### src/rtl/ppg_pkg.sv
// ----------------------------------------------------------------------------
// ppg_pkg
// Shared types, sizes and helpers for the PPG Bayer demosaic.
// ----------------------------------------------------------------------------
`timescale 1ns / 1ps
`default_nettype none

package ppg_pkg;

  localparam int unsigned MaxWidth  = 4096;
  localparam int unsigned MaxHeight = 16384;
  localparam int unsigned MinSize   = 9;
  localparam int unsigned ColW      = $clog2(MaxWidth);
  localparam int unsigned RowW      = $clog2(MaxHeight);
  localparam int unsigned RawLines  = 6;
  localparam int unsigned GrnLines  = 2;
  localparam int unsigned RawW      = 16;
  localparam int unsigned GqW       = 18;
  localparam int unsigned GeW       = GqW + RawW;

  localparam logic [31:0] CfaReset    = 32'h9494_9494;
  localparam logic [12:0] WidthReset  = 13'd4096;
  localparam logic [14:0] HeightReset = 15'd3072;

  typedef enum logic [1:0] {
    REG_CFA    = 2'd0,
    REG_WIDTH  = 2'd1,
    REG_HEIGHT = 2'd2
  } reg_idx_e;

  typedef enum logic [1:0] {
    CFA_RED    = 2'd0,
    CFA_GREEN  = 2'd1,
    CFA_BLUE   = 2'd2,
    CFA_GREEN2 = 2'd3
  } cfa_code_e;

  // one green line store entry: green (2 frac bits) over raw
  typedef struct packed {
    logic [GqW-1:0]  gq;
    logic [RawW-1:0] raw;
  } gent_t;

  // position and control beside the window
  typedef struct packed {
    logic             gshift;
    logic             emit;
    logic             done;
    logic [RowW-1:0]  row;
    logic [ColW-1:0]  col;
  } pos_t;

  function automatic logic [1:0] cfa_code(input logic [31:0] pat,
                                          input logic [2:0] r, input logic c);
    logic [4:0] sh;
    sh = {r, c, 1'b0};
    return pat[sh +: 2];
  endfunction

endpackage

`default_nettype wire

### src/rtl/ppg_green.sv
// ----------------------------------------------------------------------------
// ppg_green
// Combinational green estimate at the 7x7 window centre.
// ----------------------------------------------------------------------------
`timescale 1ns / 1ps
`default_nettype none

module ppg_green
  import ppg_pkg::*;
(
  input  wire logic [RawW-1:0] cx_i [7],
  input  wire logic [RawW-1:0] cy_i [7],
  input  wire logic            is_grn_i,
  output      logic [GqW-1:0]  gq_o
);

  function automatic logic [16:0] ad(input logic [15:0] a, input logic [15:0] b);
    return (a > b) ? {1'b0, a - b} : {1'b0, b - a};
  endfunction

  logic signed [20:0] gx, gy, g, lo, hi;
  logic        [21:0] dx, dy;
  logic        [15:0] a, b;

  always_comb begin
    gx = 21'(($signed({5'd0, cx_i[2]}) + $signed({5'd0, cx_i[3]}) +
              $signed({5'd0, cx_i[4]})) * 2) - $signed({5'd0, cx_i[5]})
         - $signed({5'd0, cx_i[1]});
    gy = 21'(($signed({5'd0, cy_i[2]}) + $signed({5'd0, cy_i[3]}) +
              $signed({5'd0, cy_i[4]})) * 2) - $signed({5'd0, cy_i[5]})
         - $signed({5'd0, cy_i[1]});
    dx = 22'(({5'd0, ad(cx_i[1], cx_i[3])} + {5'd0, ad(cx_i[5], cx_i[3])}
              + {5'd0, ad(cx_i[2], cx_i[4])}) * 3)
       + 22'(({5'd0, ad(cx_i[6], cx_i[4])} + {5'd0, ad(cx_i[0], cx_i[2])}) * 2);
    dy = 22'(({5'd0, ad(cy_i[1], cy_i[3])} + {5'd0, ad(cy_i[5], cy_i[3])}
              + {5'd0, ad(cy_i[2], cy_i[4])}) * 3)
       + 22'(({5'd0, ad(cy_i[6], cy_i[4])} + {5'd0, ad(cy_i[0], cy_i[2])}) * 2);
    if (dx > dy) begin
      g = gy; a = cy_i[2]; b = cy_i[4];
    end else begin
      g = gx; a = cx_i[2]; b = cx_i[4];
    end
    lo = $signed({3'd0, ((a < b) ? a : b), 2'b00});
    hi = $signed({3'd0, ((a < b) ? b : a), 2'b00});
    if (g > hi) g = hi;
    if (g < lo) g = lo;
    gq_o = is_grn_i ? {cx_i[3], 2'b00} : g[GqW-1:0];
  end

endmodule

`default_nettype wire

### config.mk
export PLATFORM = sky130hd
export DESIGN_NAME = ppg_green
export DESIGN_NICKNAME = d
export VERILOG_FILES = /design/src/rtl/ppg_pkg.sv /design/src/rtl/ppg_green.sv
export SDC_FILE = /design/constraint.sdc
export NUM_CORES = 1
export LEC_CHECK = 0
export ABC_AREA = 1
export BUFFER_PORTS_ARGS = -buffer_cell sky130_fd_sc_hd__buf_4
export CAP_MARGIN = 30
export CORE_UTILIZATION = 64
export DETAILED_ROUTE_END_ITERATION = 6
export PLACE_DENSITY_LB_ADDON = 0.05
export SLEW_MARGIN = 10
export SYNTH_ARGS = -nofsm -noshare
export SYNTH_HDL_FRONTEND = slang
export SYNTH_SLANG_ARGS = --single-unit
export TNS_END_PERCENT = 10
### constraint.sdc
create_clock -name vclk -period 29
set_input_delay 5.8 -clock vclk [all_inputs]
set_output_delay 5.8 -clock vclk [all_outputs]
set_load 0.01 [all_outputs]
---- Word level (Yosys, flattened, before mapping) ----
Index checks and enable logic that the tools add are counted.
storage, ports and cells
  register bits after elaboration ......... 0
  bits of input ports ..................... 225
  output and inout port bits .............. 18
  word-level logic and storage cells ...... 70
cells by class
  add/sub/neg operators ................... 36
  $mul .................................... 2
  magnitude comparators ................... 14
  muxes and demuxes ....................... 18
operators with widths
  operator                 count
  $sub A16 B16 Y16         20
  $mux W16                 14
  $gt A16 B16 Y1           10
  $add A16 B16 Y17         6
  $add A17 B16 Y18         4
  $add A20 B18 Y21         2
  $mux W21                 2
  $sub A20 B17 Y21         2
  $mul A18 B2 Y20 const B  2
  $sub A19 B16 Y20         2
  $mux W18                 2
  $gt A21 B19 Y1           1
  $gt A21 B21 Y1           1
  $lt A21 B19 Y1           1
  $lt A16 B16 Y1           1

---- Depth between registers and ports, before layout ----
  word-level depth ........................ 15
  gate-level depth with buffers ........... 100
  gate-level depth less buffers ........... 94

---- Least setup slack after synthesis ----
OpenSTA, ideal clock, no wires.
  path type ............................... input-to-output
  start point ............................. input port cy_i[64] in the netlist's numbering
  end point ............................... output port gq_o[10]
  arrival time ............................ 18869 ps
  data required time ...................... 23200 ps
  slack ................................... 4331 ps
  stages .................................. 85
  path buffers ............................ 9
  cell sequence ........................... inv_1 ha_1 inv_1 fa_1 inv_1 o21ai_0 inv_1 o21ai_0 nand2_1 nand2_1 a2111oi_0 o21ai_0 nand2_1 clkbuf_1 clkbuf_1 nand2_1 o21ai_0 xor2_1 (+49 left out) a21oi_1 o21ai_0 ha_1 nand2_4 clkbuf_1 o21ai_0 ha_1 a21oi_1 nor2_1 a211oi_1 o2111ai_1 nor2_2 nand2_4 nand2_4 buf_6 nand2_1 nand3_1 nand2_1
between the ends
  word-level cells in the longest chain between the ends .. 14
  elaborated cells on any way between the ends .. 28
  classes of those cells .................. add/sub: 11; mul: 1; order compare: 6; mux: 10
ends and longest elaborated chain
  element                                                    line                              source
  from (decl)                                                ppg_green.sv:12                   input wire logic [RawW-1:0] cy_i [7],
  $sub A16 B16 Y16 / $gt A16 B16 Y1 (equally long branches)  ppg_green.sv:18                   return (a > b) ? {1'b0, a - b} : {1'b0, b - a};
  $mux W16                                                   ppg_green.sv:18
  $add A17 B16 Y18                                           ppg_green.sv:36                   + {5'd0, ad(cy_i[2], cy_i[4])}) * 3)
  $mul A18 B2 Y20                                            ppg_green.sv:36
  $add A20 B18 Y21                                           ppg_green.sv:37                   + 22'(({5'd0, ad(cy_i[6], cy_i[4])} + {5'd0, ad(cy_i[0], cy_i[2])}) * 2);
  $gt A21 B21 Y1                                             ppg_green.sv:38                   if (dx > dy) begin
  $mux W16                                                   ppg_green.sv:38
  $lt A16 B16 Y1                                             ppg_green.sv:43, ppg_green.sv:44
  $mux W16                                                   ppg_green.sv:44                   hi = $signed({3'd0, ((a < b) ? b : a), 2'b00});
  $gt A21 B19 Y1                                             ppg_green.sv:45                   if (g > hi) g = hi;
  $mux W21                                                   ppg_green.sv:45
  $lt A21 B19 Y1                                             ppg_green.sv:46                   if (g < lo) g = lo;
  $mux W18 (*)                                               ppg_green.sv:46
  $mux W18 (*)                                               ppg_green.sv:47                   gq_o = is_grn_i ? {cx_i[3], 2'b00} : g[GqW-1:0];
  to (decl)                                                  ppg_green.sv:14                   output logic [GqW-1:0] gq_o
Mark *: on every way between the ends. The rest lies on a longest branch, timed or not.

---- Worst setup path after layout ----
  start point ............................. input port cy_i[16] in the netlist's numbering
  end point ............................... output port gq_o[8]
between the ends
  word-level cells in the longest chain between the ends .. 15
  elaborated cells on any way between the ends .. 22
  classes of those cells .................. add/sub: 7; mul: 1; order compare: 5; mux: 9
ends and longest elaborated chain
  element                                                    line                              source
  $sub A16 B16 Y16 / $gt A16 B16 Y1 (equally long branches)  ppg_green.sv:18
  $mux W16                                                   ppg_green.sv:18
  $add A16 B16 Y17                                           ppg_green.sv:35                   dy = 22'(({5'd0, ad(cy_i[1], cy_i[3])} + {5'd0, ad(cy_i[5], cy_i[3])}
  $add A17 B16 Y18                                           ppg_green.sv:36
  $mul A18 B2 Y20                                            ppg_green.sv:36
  $add A20 B18 Y21                                           ppg_green.sv:37
  $gt A21 B21 Y1                                             ppg_green.sv:38
  $mux W16                                                   ppg_green.sv:38
  $lt A16 B16 Y1                                             ppg_green.sv:43, ppg_green.sv:44
  $mux W16                                                   ppg_green.sv:44
  $gt A21 B19 Y1                                             ppg_green.sv:45
  $mux W21                                                   ppg_green.sv:45
  $lt A21 B19 Y1                                             ppg_green.sv:46
  $mux W18 (*)                                               ppg_green.sv:46
  $mux W18 (*)                                               ppg_green.sv:47
Marks and branches as above.

==> impl_metrics.tcl <==
set metrics [dict create \
    status "completed" \
    fin_area_um2 29500 \
    dpl-instance-area_um2 29500 \
    crit_type "in -> out" \
    ant_nets 0 \
    dp_slack_ns 1.20 \
    cp_slowest_cell "nand2_1" \
    grt_pass1_wl_um 160000 \
    hold_viol 0 \
    crit_required_ns 23.20 \
    hold_path_end "gq_o[17]" \
    grt_max_degree 82 \
    die_y_um 208 \
    timing.fmax_ghz 0.0361 \
    synthMuxAreaShare_pct 1.07 \
    seqCellArea_um2 0 \
    n_sequential_cell 0 \
    yosysWarnings 0 \
    gp_congestion 1.13 \
    tightest_slew_ns 0.978 \
    post-route-period-util_pct 95.6 \
    core_um2 41900 \
    yosys.area_share.simple_pct 19.2 \
    vias 30460 \
    rsz0062_at_grt "false" \
    synth.distinct_cells 60 \
    routed_via_density 6.17 \
    cts_hold_buf 0 \
    synthXorXnorAreaFrac_pct 9.58 \
    cp.arrival_ns 21.93 \
    yosys.area.top_type "ha_1" \
    wl_met3_um 12300 \
    min_path_type "in -> out" \
    worstHoldStart "cx_i[63]" \
    setup_tns_ns 0 \
    synth_fp_nets 5127 \
    n_clock_buffer 0 \
    finalNonFillerCells 4940 \
    maxSlewHeadroom_pct 34.1 \
    drt_pass1_iterations 6 \
    grt_usage_pct 47.6 \
    layout_commonest_cell "inv_1" \
    netlist_instances 4210 \
    crit_path_end_kind "output pin" \
    min_path_cells 4 \
    antenna_found_initial 6 \
    dpl.cell_count 4936 \
    synth_area_um2 27200 \
    num-fill-cells 3778 \
    path_max_fanout 81 \
    setup_violations 0 \
    synthAdderAreaFrac_pct 35.3 \
    fin_crit_ns 27.73 \
    ioPinCount 243 \
    avgSynthCellArea_um2 6.46 \
    final_nets 5318 \
    die_w_um 208 \
    avgRoutedWirePerCell_um 21.3 \
    area_delta_synth_final_pct 8.43 \
    worst_setup_path_start_kind "primary input" \
    post_cts_resized 0 \
    timing.final.ws_setup_ns 1.27 \
    final_cell_mix "inv_1, nand2_1, ha_1, a21oi_1, o21ai_0" \
    die-area_um2 43400 \
    grt-ovfl-total 0 \
    crit_path_max_incr_delay_ns 0.60 \
    netlist.area_leader.share_pct 26.0 \
    wirelength_um 105000 \
    hpwl_um 90800 \
    route.detailed.drc 0 \
    synth_compound_area_share_pct 22.7 \
    io_buffer_count 243 \
    met2_length_um 44300 \
    wl_met1_um 37800 \
    finalMaxSlewViolations 0 \
    num_rows 75 \
    synth_top_family_by_area "adder cells" \
    first_global_vias 29446 \
    seq_area_frac_synth_pct 0 \
    drt_iter0_markers 3328 \
    start_util_pct 64.9 \
    cts_setup_buffers 0 \
    drive_above_1_share_pct 6.68 \
    cp_common_cell "nand2_1" \
    ys_top_cells_by_area "ha_1, inv_1, nand2_1, fa_1, a21oi_1" \
    maxUsedRoutingLayer "met5" \
    cap_violations 0 \
]
[stage by stage]
stage               util [%]  hold slack (ns)
floorplan                  -            11.72
global placement        70.3            11.94
detailed placement      70.3            11.94
CTS                     70.3            11.94
global route            70.3            11.97
finish                  70.4            11.94
[worst max-delay path: cells and delay by family]
family,cells,cell delay (ns)
AOI/OAI and AO/OA,30,6.07
and+or+nand+nor,28,4.22
adders and majority gates,11,3.67
buffers and inverters,11,1.58
xor gates and xnor gates,3,0.54
[cell usage after synthesis, types with 42 or more instances]
cell	n
nor2_1	202
nand3_1	181
o21bai_1	49
o21ai_0	323
a21oi_1	469
fa_1	126
ha_1	566
nand2_1	739
clkbuf_1	42
xnor2_1	92
xor2_1	202
inv_1	811
[how the worst max path moves through the flow]
stage / startpoint / endpoint / slack, ns / cells past startpoint
final: cy_i[16] / gq_o[8] / 1.27 / 83
after global routing: cy_i[64] / gq_o[8] / 0.09 / 85
after CTS: cy_i[64] / gq_o[8] / 1.14 / 83
after detailed placement: cy_i[64] / gq_o[8] / 1.20 / 83
after global placement: cy_i[64] / gq_o[8] / 1.53 / 84
after floorplan: cy_i[64] / gq_o[10] / 4.33 / 85
[logic make-up (layout without fill, tap and decap cells)]
logic type	after synthesis	in the layout
AO/OA/AOI/OAI	1070	1070
XOR/XNOR	296	296
adder cells (fa/ha/maj)	692	692
buffers and inverters	880	1069
multiplexers	29	29
other	0	2
AND/OR/NAND/NOR	1243	1243
[routing by layer]
layer	up-vias	GRT usage, %
met4	8	41.0
met5	-	0
met3	509	12.5
li1	14330	-
met1	13823	54.1
met2	1790	74.4
[final cells by class]
cell class	instances	area, um^2	share of cell area, %
multi-input cells	3330	23900	81.0
inverters	824	3100	10.5
repair inverters	1	5.00	0.0170
diodes	2	5.00	0.0170
repair buffers	244	1830	6.20
well taps	539	674	2.29
